$ cat src/rtl/fp16_fused_multiply_add_truncating_defines.svh
// Assertion macros shared by the half-precision multiply-add block.
`ifndef FP16_FUSED_MULTIPLY_ADD_TRUNCATING_DEFINES_SVH
`define FP16_FUSED_MULTIPLY_ADD_TRUNCATING_DEFINES_SVH
// Asserts that an antecedent implies a consequent on the next clock edge.
`define FMA_ASSERT_NEXT(label, clk, rst_n, ante, cons, msg) \
    label: assert property (@(posedge clk) disable iff (!rst_n) (ante) |=> (cons)) \
        else $error(msg);
// Asserts that a condition holds at every clock edge outside reset.
`define FMA_ASSERT_ALWAYS(label, clk, rst_n, cond, msg) \
    label: assert property (@(posedge clk) disable iff (!rst_n) (cond)) \
        else $error(msg);
`endif

$ cat src/rtl/fma16_pkg.sv
// Package with the types and constants of the half-precision multiply-add.
package fma16_pkg;
    localparam int unsigned EXP_BIAS    = 15;
    localparam int unsigned ALIGN_LIMIT = 22;
    localparam logic [4:0]  EXP_MAX     = 5'h1F;
    localparam logic [9:0]  MANT_MAX    = 10'h3FF;

    // Count of leading zeros above bit 21 of a 23-bit sum, -1 when bit 22 is set.
    function automatic logic signed [5:0] lead_shift(input logic [22:0] v);
        logic signed [5:0] r;
        r = 6'sd0;
        for (int i = 0; i <= 22; i++)
        begin
            if (v[i])
            begin
                r = 6'(21 - i);
            end
        end
        return r;
    endfunction
endpackage

$ cat src/rtl/fp16_fused_multiply_add_truncating.sv
// Half-precision fused multiply-add, truncating: four-stage pipeline.
// done is the valid bit of the last stage and is high while the result word is on sum_out.
// One word is accepted a cycle; busy is held low, as no stage ever stalls.
// The stages are multiply, compare and align, add and leading-one count, pack.
// Reset clears the valid bits of every stage; the data registers are not reset.
`include "fp16_fused_multiply_add_truncating_defines.svh"
module fp16_fused_multiply_add_truncating
(
    input  logic        clk,
    input  logic        rst_n,
    input  logic        start,
    output logic        busy,
    input  logic [15:0] mult_a,
    input  logic [15:0] mult_b,
    input  logic [15:0] addend,
    output logic        done,
    output logic [15:0] sum_out
);
    logic        v1_reg, v2_reg, v3_reg, v4_reg;

    // Stage one: significand product and product exponent, and the addend's significand and exponent.
    logic [21:0] p1_reg, p1_next;
    logic [5:0]  ep1_reg, ep1_next;
    logic [21:0] sc1_reg, sc1_next;
    logic [5:0]  ec1_reg, ec1_next;
    logic        sp1_reg, scs1_reg;
    logic [21:0] raw_prod;

    always_comb
    begin
        raw_prod = {11'd0, 1'b1, mult_a[9:0]} * {11'd0, 1'b1, mult_b[9:0]};
        if (mult_a[14:10] == 5'd0 || mult_b[14:10] == 5'd0)
        begin
            p1_next  = '0;
            ep1_next = '0;
        end
        else if (raw_prod[21])
        begin
            p1_next  = raw_prod;
            ep1_next = 6'({1'b0, mult_a[14:10]} + {1'b0, mult_b[14:10]} + 6'd1);
        end
        else
        begin
            p1_next  = {raw_prod[20:0], 1'b0};
            ep1_next = 6'({1'b0, mult_a[14:10]} + {1'b0, mult_b[14:10]});
        end
        sc1_next = (addend[14:10] == 5'd0) ? '0 : {1'b1, addend[9:0], 11'd0};
        ec1_next = 6'({1'b0, addend[14:10]} + 6'(fma16_pkg::EXP_BIAS));
    end

    always_ff @(posedge clk)
    begin
        p1_reg   <= p1_next;
        ep1_reg  <= ep1_next;
        sc1_reg  <= sc1_next;
        ec1_reg  <= ec1_next;
        sp1_reg  <= mult_a[15] ^ mult_b[15];
        scs1_reg <= addend[15];
    end

    // Stage two: magnitude compare, swap and alignment shift.
    logic        big;
    logic [5:0]  diff;
    logic [21:0] ml2_reg, ml2_next, ms2_reg, ms2_next, ms_pre;
    logic [5:0]  el2_reg, el2_next;
    logic        sgn2_reg, sgn2_next, sub2_reg;

    always_comb
    begin
        big = {ep1_reg, p1_reg} >= {ec1_reg, sc1_reg};
        sgn2_next = (sp1_reg == scs1_reg) ? sp1_reg : (big ? sp1_reg : scs1_reg);
        if (big)
        begin
            el2_next = ep1_reg;
            ml2_next = p1_reg;
            ms_pre   = sc1_reg;
            diff     = ep1_reg - ec1_reg;
        end
        else
        begin
            el2_next = ec1_reg;
            ml2_next = sc1_reg;
            ms_pre   = p1_reg;
            diff     = ec1_reg - ep1_reg;
        end
        ms2_next = (diff >= 6'(fma16_pkg::ALIGN_LIMIT)) ? '0 : (ms_pre >> diff);
    end

    always_ff @(posedge clk)
    begin
        ml2_reg  <= ml2_next;
        ms2_reg  <= ms2_next;
        el2_reg  <= el2_next;
        sgn2_reg <= sgn2_next;
        sub2_reg <= sp1_reg ^ scs1_reg;
    end

    // Stage three: add or subtract, then count to the leading one.
    logic [22:0]       sum3_reg, sum3_next;
    logic signed [5:0] sh3_reg;
    logic [5:0]        el3_reg;
    logic              sgn3_reg;

    always_comb
    begin
        if (sub2_reg)
        begin
            sum3_next = {1'b0, 22'(ml2_reg - ms2_reg)};
        end
        else
        begin
            sum3_next = {1'b0, ml2_reg} + {1'b0, ms2_reg};
        end
    end

    always_ff @(posedge clk)
    begin
        sum3_reg <= sum3_next;
        sh3_reg  <= fma16_pkg::lead_shift(sum3_next);
        el3_reg  <= el2_reg;
        sgn3_reg <= sgn2_reg;
    end

    // Stage four: normalise, truncate and pack with saturation or flush.
    logic signed [7:0] expo;
    logic [21:0]       norm;
    logic [15:0]       sum_out_reg, sum_out_next;

    always_comb
    begin
        expo = $signed({2'b00, el3_reg}) - 8'(sh3_reg) - 8'sd15;
        if (sh3_reg < 0)
        begin
            norm = sum3_reg[22:1];
        end
        else
        begin
            norm = 22'(sum3_reg << sh3_reg);
        end
        if (sum3_reg == '0 || expo <= 0)
        begin
            sum_out_next = {sgn3_reg, 15'd0};
        end
        else if (expo >= 32)
        begin
            sum_out_next = {sgn3_reg, fma16_pkg::EXP_MAX, fma16_pkg::MANT_MAX};
        end
        else
        begin
            sum_out_next = {sgn3_reg, expo[4:0], norm[20:11]};
        end
    end

    always_ff @(posedge clk)
    begin
        sum_out_reg <= sum_out_next;
    end

    // Valid bits travel with each word.
    always_ff @(posedge clk or negedge rst_n)
    begin
        if (!rst_n)
        begin
            v1_reg <= 1'b0;
            v2_reg <= 1'b0;
            v3_reg <= 1'b0;
            v4_reg <= 1'b0;
        end
        else
        begin
            v1_reg <= start;
            v2_reg <= v1_reg;
            v3_reg <= v2_reg;
            v4_reg <= v3_reg;
        end
    end

    assign busy    = 1'b0;
    assign done    = v4_reg;
    assign sum_out = sum_out_reg;

    // Checks on the pipeline's control and data.
    `FMA_ASSERT_NEXT(a_valid_moves, clk, rst_n, v3_reg, done, "valid bit lost in the pipeline")
    `FMA_ASSERT_NEXT(a_start_flows, clk, rst_n, start, v1_reg, "accepted word not captured")
    `FMA_ASSERT_ALWAYS(a_flush_zero, clk, rst_n,
        !(done && sum_out[14:10] == 5'd0) || sum_out[9:0] == 10'd0, "flushed word not zero")
endmodule
$ cat config.mk
export PLATFORM = sky130hd
export DESIGN_NAME = fp16_fused_multiply_add_truncating
export DESIGN_NICKNAME = d
export VERILOG_FILES = /design/src/rtl/fma16_pkg.sv /design/src/rtl/fp16_fused_multiply_add_truncating.sv
export VERILOG_INCLUDE_DIRS = /design/src /design/src/rtl
export SDC_FILE = /design/constraint.sdc
export NUM_CORES = 1
export LEC_CHECK = 0
export ABC_CLOCK_PERIOD_IN_PS = 6360
export BUFFER_PORTS_ARGS = -buffer_cell sky130_fd_sc_hd__buf_2
export CAP_MARGIN = 20
export CORE_ASPECT_RATIO = 0.8
export CORE_MARGIN = 4
export CORE_UTILIZATION = 55
export DETAILED_ROUTE_END_ITERATION = 6
export PLACE_DENSITY = 0.79
export SETUP_SLACK_MARGIN = 0.2
export SKIP_CTS_REPAIR_TIMING = 1
export SYNTH_ARGS = -nofsm -noshare
export SYNTH_HDL_FRONTEND = slang
export SYNTH_SLANG_ARGS = --single-unit
$ cat constraint.sdc
create_clock -name clk -period 6.36 [get_ports clk]
set_input_delay 1.272 -clock clk [delete_from_list [all_inputs] [get_ports clk]]
set_output_delay 1.272 -clock clk [all_outputs]
set_load 0.005 [all_outputs]
* Yosys cells after proc, flatten, opt, wreduce, memory -nomap -nowiden *
Cells that the tools add are included.

storage, ports and cells
  register bits = 166
  input port bits = 51
  output and inout bits = 18
  word-level logic and storage cells = 85

cells by class
  $add $sub $neg = 9
  $mul = 1
  magnitude comparators = 5
  equality and inequality tests = 1
  shift-type cells = 2
  multiplexer cells = 34
  bitwise gates (word level) = 3
  reduce and logical (&&, ||, !) cells = 7

operator list
  operator             count
  $mux 6               24
  $mux 22              4
  $ge 28x28->1         1
  $add 22x22->23       1
  $logic_not 23->1     1
  $mux 23              1
  $shl 23x6->21        1
  $mul 11x11->22       1
  $shr 22x6->22        1
  $sub 22x22->22       1
  $mux 21              1
  $logic_not 5->1      3
  $mux 15              1
  $sub 6x6->6          2
  $ge 8x7->1 const B   1
  $le 8x1->1 const B   1
  $sub 7x6->8          1
  $sub 8x5->8 const B  1
  $add 5x4->6 const B  1
  $add 5x5->6          1
  $add 6x1->6 const B  1
  $ge 6x5->1 const B   1
  $lt 6x1->1 const B   1
  $mux 5               1
  6 further kinds      9

* Longest topological paths before layout *
  depth in word-level cells = 24
  gate-level depth with buffers = 24
  depth with buffers taken out = 22

* Worst setup path after synthesis *
No wires, ideal clock.

  kind = input to register
  start = input mult_a[5]
  end = register p1_reg[11]
  library setup time = 0.128 ns
  data arrival time = 6.576 ns
  required time = 6.232 ns
  path slack = -0.344 ns
  stages on the path = 23
  path buffers = 2
  cells stage by stage = clkbuf_1 nand2_1 fa_1 inv_1 fa_1 inv_1 fa_1 inv_1 fa_1 inv_1 fa_1 inv_1 ha_1 o21a_1 o221a_2 o31ai_1 a311oi_1 a21oi_1 a221oi_2 xnor2_1 buf_2 mux2i_1 nor2_1

on the way
  cells in the longest elaborated chain, start to end = 2

ends and longest elaborated chain
  element               line                                      text
  from (decl)           fp16_fused_multiply_add_truncating.sv:13  input logic [15:0] mult_a,
  $mul 11x11->22        fp16_fused_multiply_add_truncating.sv:31  raw_prod = {11'd0, 1'b1, mult_a[9:0]} * {11'd0, 1'b1, mult_b[9:0]};
  $mux 22               fp16_fused_multiply_add_truncating.sv:37  else if (raw_prod[21])
  to (signal assigned)  fp16_fused_multiply_add_truncating.sv:53  p1_reg <= p1_next;
  to (decl)             fp16_fused_multiply_add_truncating.sv:22  logic [21:0] p1_reg, p1_next;

No other way between the ends.
A chain may end at the register's enable or synchronous reset.

* Worst setup path after layout *
  start = input mult_b[4]
  end = register p1_reg[7]

on the way
  cells in the longest elaborated chain, start to end = 2

ends and longest elaborated chain
  element         line                                      text
  from (decl)     fp16_fused_multiply_add_truncating.sv:14  input logic [15:0] mult_b,
  $mul 11x11->22  fp16_fused_multiply_add_truncating.sv:31
  $mux 22         fp16_fused_multiply_add_truncating.sv:37

No other way between the ends.

==> metrics.txt <==
Max clock buf depth=2; post-synthesis sequential area ratio=22.5%; ys flop type=dfxtp_1; share of layout cells above drive strength 1=16.2%; diode count=0; crit path DAT=6440 ps; crit-path max cell delay=530 ps; H-tree Lvls=4; DP HPWL=27,500 um; Ports=69; Yosys warning count=0; pwr dens=602 nW/um^2; Post-synth EDFFs=0; Post-route DRC=0; Slew Viols, Final=0; area of the multi-input gates=9860 sq um; root buffer cell=clkbuf_16; CP Cell Sequence=buf_4, buf_4, nand2_1, fa_1, fa_1, inv_1, ha_4, fa_1, inv_1, fa_1, inv_1, ha_1, a21boi_1, buf_4, o31ai_4, a311oi_2, a21oi_2, a221oi_2, buf_4, xnor2_4, buf_12, mux2i_1, nor2_1; clock sink count=155; RSZ-0062 raised after global routing=true; WL final=35,300 um; Clk Latency, worst-skew pair=430 ps; Startpoint Class=primary input; most common cell in the netlist=inv_1; sw power=4.63 mW; GRT overflow=0; clock skew=12.7 ps; Vias/cell=5.85; CTS tree=yes; post-layout util=64.7%; gr usage total=25.6%; final worst path period share=96.3%; Final Hold Viols=0; vias in the first global route=11,600; synth unique cells=98; Mapped Cells=1,601; Final Cell Area=15,900 sq um; area leader, netlist=dfxtp_1; critical path class=in2reg; Avg WL per Cell=17.4 um; Placer Congestion=0.972; Worst Path Required=6670 ps; die height=150 um; P&R area growth vs syn=14.5%; Port Buf Inserts=67; FF/Latch Area=3120 sq um; FF-to-FF Start=p1_reg[11]; Vias=11,900; initial antenna violation count=0; LEAKAGE=7.54 nW; # Max-Cap Violations=0; synthesized cell area=13,900 sq um; FP Rows=51; #FFs+latches synth=155; Routed Antenna Nets=0; Worst Max-Slew Pin Slew=1080 ps; Net Sw Frac=48.4%; Flop pwr share=17.8%; Largest register FFs=23; placed cell area=15,000 sq um; top cells by count, synth=219 x inv_1, 151 x dfxtp_1, 142 x ha_1; HP Class=reg2reg; pin count of the biggest net entering global routing=38; die width=186 um; post-route minimum period=6130 ps; critical path capture point type=flop; Crit-path slowest cell=fa_1; Reg clk slew, reported paths=70 ps; Synth top area share=21.8%; setup violators final=0; P_int=4.95 mW; FFs w/ async S/R, synth=2.58%; final net count=1,982; Initial DRC Count=934; Gate power share=71.1%; Fillers=1,947; Max VDD drop=0.000354 V; Clk network pwr share=11.1%; Slew HR=28.2%; CTS Buf Count=17; ranking of synthesized cells by area=dfxtp_1 22%, ha_1 13%, fa_1 13%, inv_1 5.9%, mux2i_1 4.8%; achievable clock frequency=163 MHz; Pre-antenna DRT Iters=5; Hold Path Origin=el2_reg[4]; Synthesized Nets=1,881; total die area=27,900 sq um; status=finished clean; average size of a mapped cell=8.67 sq um; CP max FO=8; Core ar.=24,600 sq um; Initial Util=56.5%; Worst Setup SP=mult_b[4]; first-pass GRT wire length=57,800 um
cells in the final DEF, fill, tap and decap left out, types with 19 or more instances in the layout:
master    netlist  layout
a211oi_1       24      24
a21o_1         19      19
a21oi_1       101      99
and2_1         52      50
buf_2          16      53
buf_4           4      81
dfxtp_1       151     151
fa_1           87      86
ha_1          142     134
inv_1         219     213
mux2i_1        67      67
nand2_1       131     128
nand3_1        23      23
nor2_1        106     104
nor2b_1        33      33
o21ai_0        67      65
xnor2_1        30      29
worst max-delay path: cells and delay by family:
kind	cells	cell delay, ps
fa+ha+maj	6	2530
buf+inv	8	990
compound gates	5	830
xor+xnor	1	450
mux	1	200
simple gates	2	140
per-layer routing:
metal	wire length (um)	track usage, %	vias up
met4	627	5.75	0
met2	15300	38.3	455
met1	16400	37.5	5743
li1	-	-	5641
met5	0	0	-
met3	2950	6.43	60
power groups by stage:
stage               clock network (mW)  logic [mW]  registers, mW
finish                            1.07        6.81           1.70
global route                      1.12        7.59           1.75
CTS                               1.08        6.43           1.69
detailed placement                   0        6.36           1.71
global placement                     0        6.23           1.69
floorplan                            0        4.94           1.58
metrics by stage:
stage | setup WS (ps) | total power [mW] | setup TNS, ps | hold slack (ps) | std cells
detailed placement | -312 | 8.06 | -6130 | 312 | 1989
finish | 234 | 9.58 | 0 | 323 | 2033
CTS | 125 | 9.20 | 0 | 324 | 2021
global placement | -177 | 7.92 | -3110 | 313 | 1989
floorplan | 83.1 | 6.52 | 0 | 310 | 1601
global route | 26.0 | 10.5 | 0 | 336 | 2033
cell type report:
class                   instances  share of cell area [%]
flip-flops and latches        155                    19.6
inverters                     221                    5.25
clock inverters                14                    1.10
multi-input cells            1157                    62.0
clock buffers                  18                    2.76
repair buffers                150                    6.78
well taps                     318                    2.50
cells by family after synthesis:
| kind of cell | after synthesis | synth area share, % |
|---|---|---|
| AOI/OAI and AO/OA | 346 | 16.8 |
| xor gates and xnor gates | 51 | 3.38 |
| adders and majority gates | 229 | 25.3 |
| buffers and inverters | 290 | 8.14 |
| DFF | 155 | 22.5 |
| muxes | 94 | 8.40 |
| other | 1 | 0.0270 |
| and+or+nand+nor | 435 | 15.4 |
final timing paths:
path / to / slack, ps / cells past startpoint
worst max-delay path: p1_reg[7] / 230 / 23
worst min-delay path: el3_reg[4] / 320 / 0
worst max register to register: ms2_reg[2] / 1790 / 13
worst min register to register: el3_reg[4] / 320 / 0
max in group asynchronous: done / 5610 / 1
min in group asynchronous: v3_reg / 640 / 1
No activity file was read; power rests on OpenSTA's default activity.
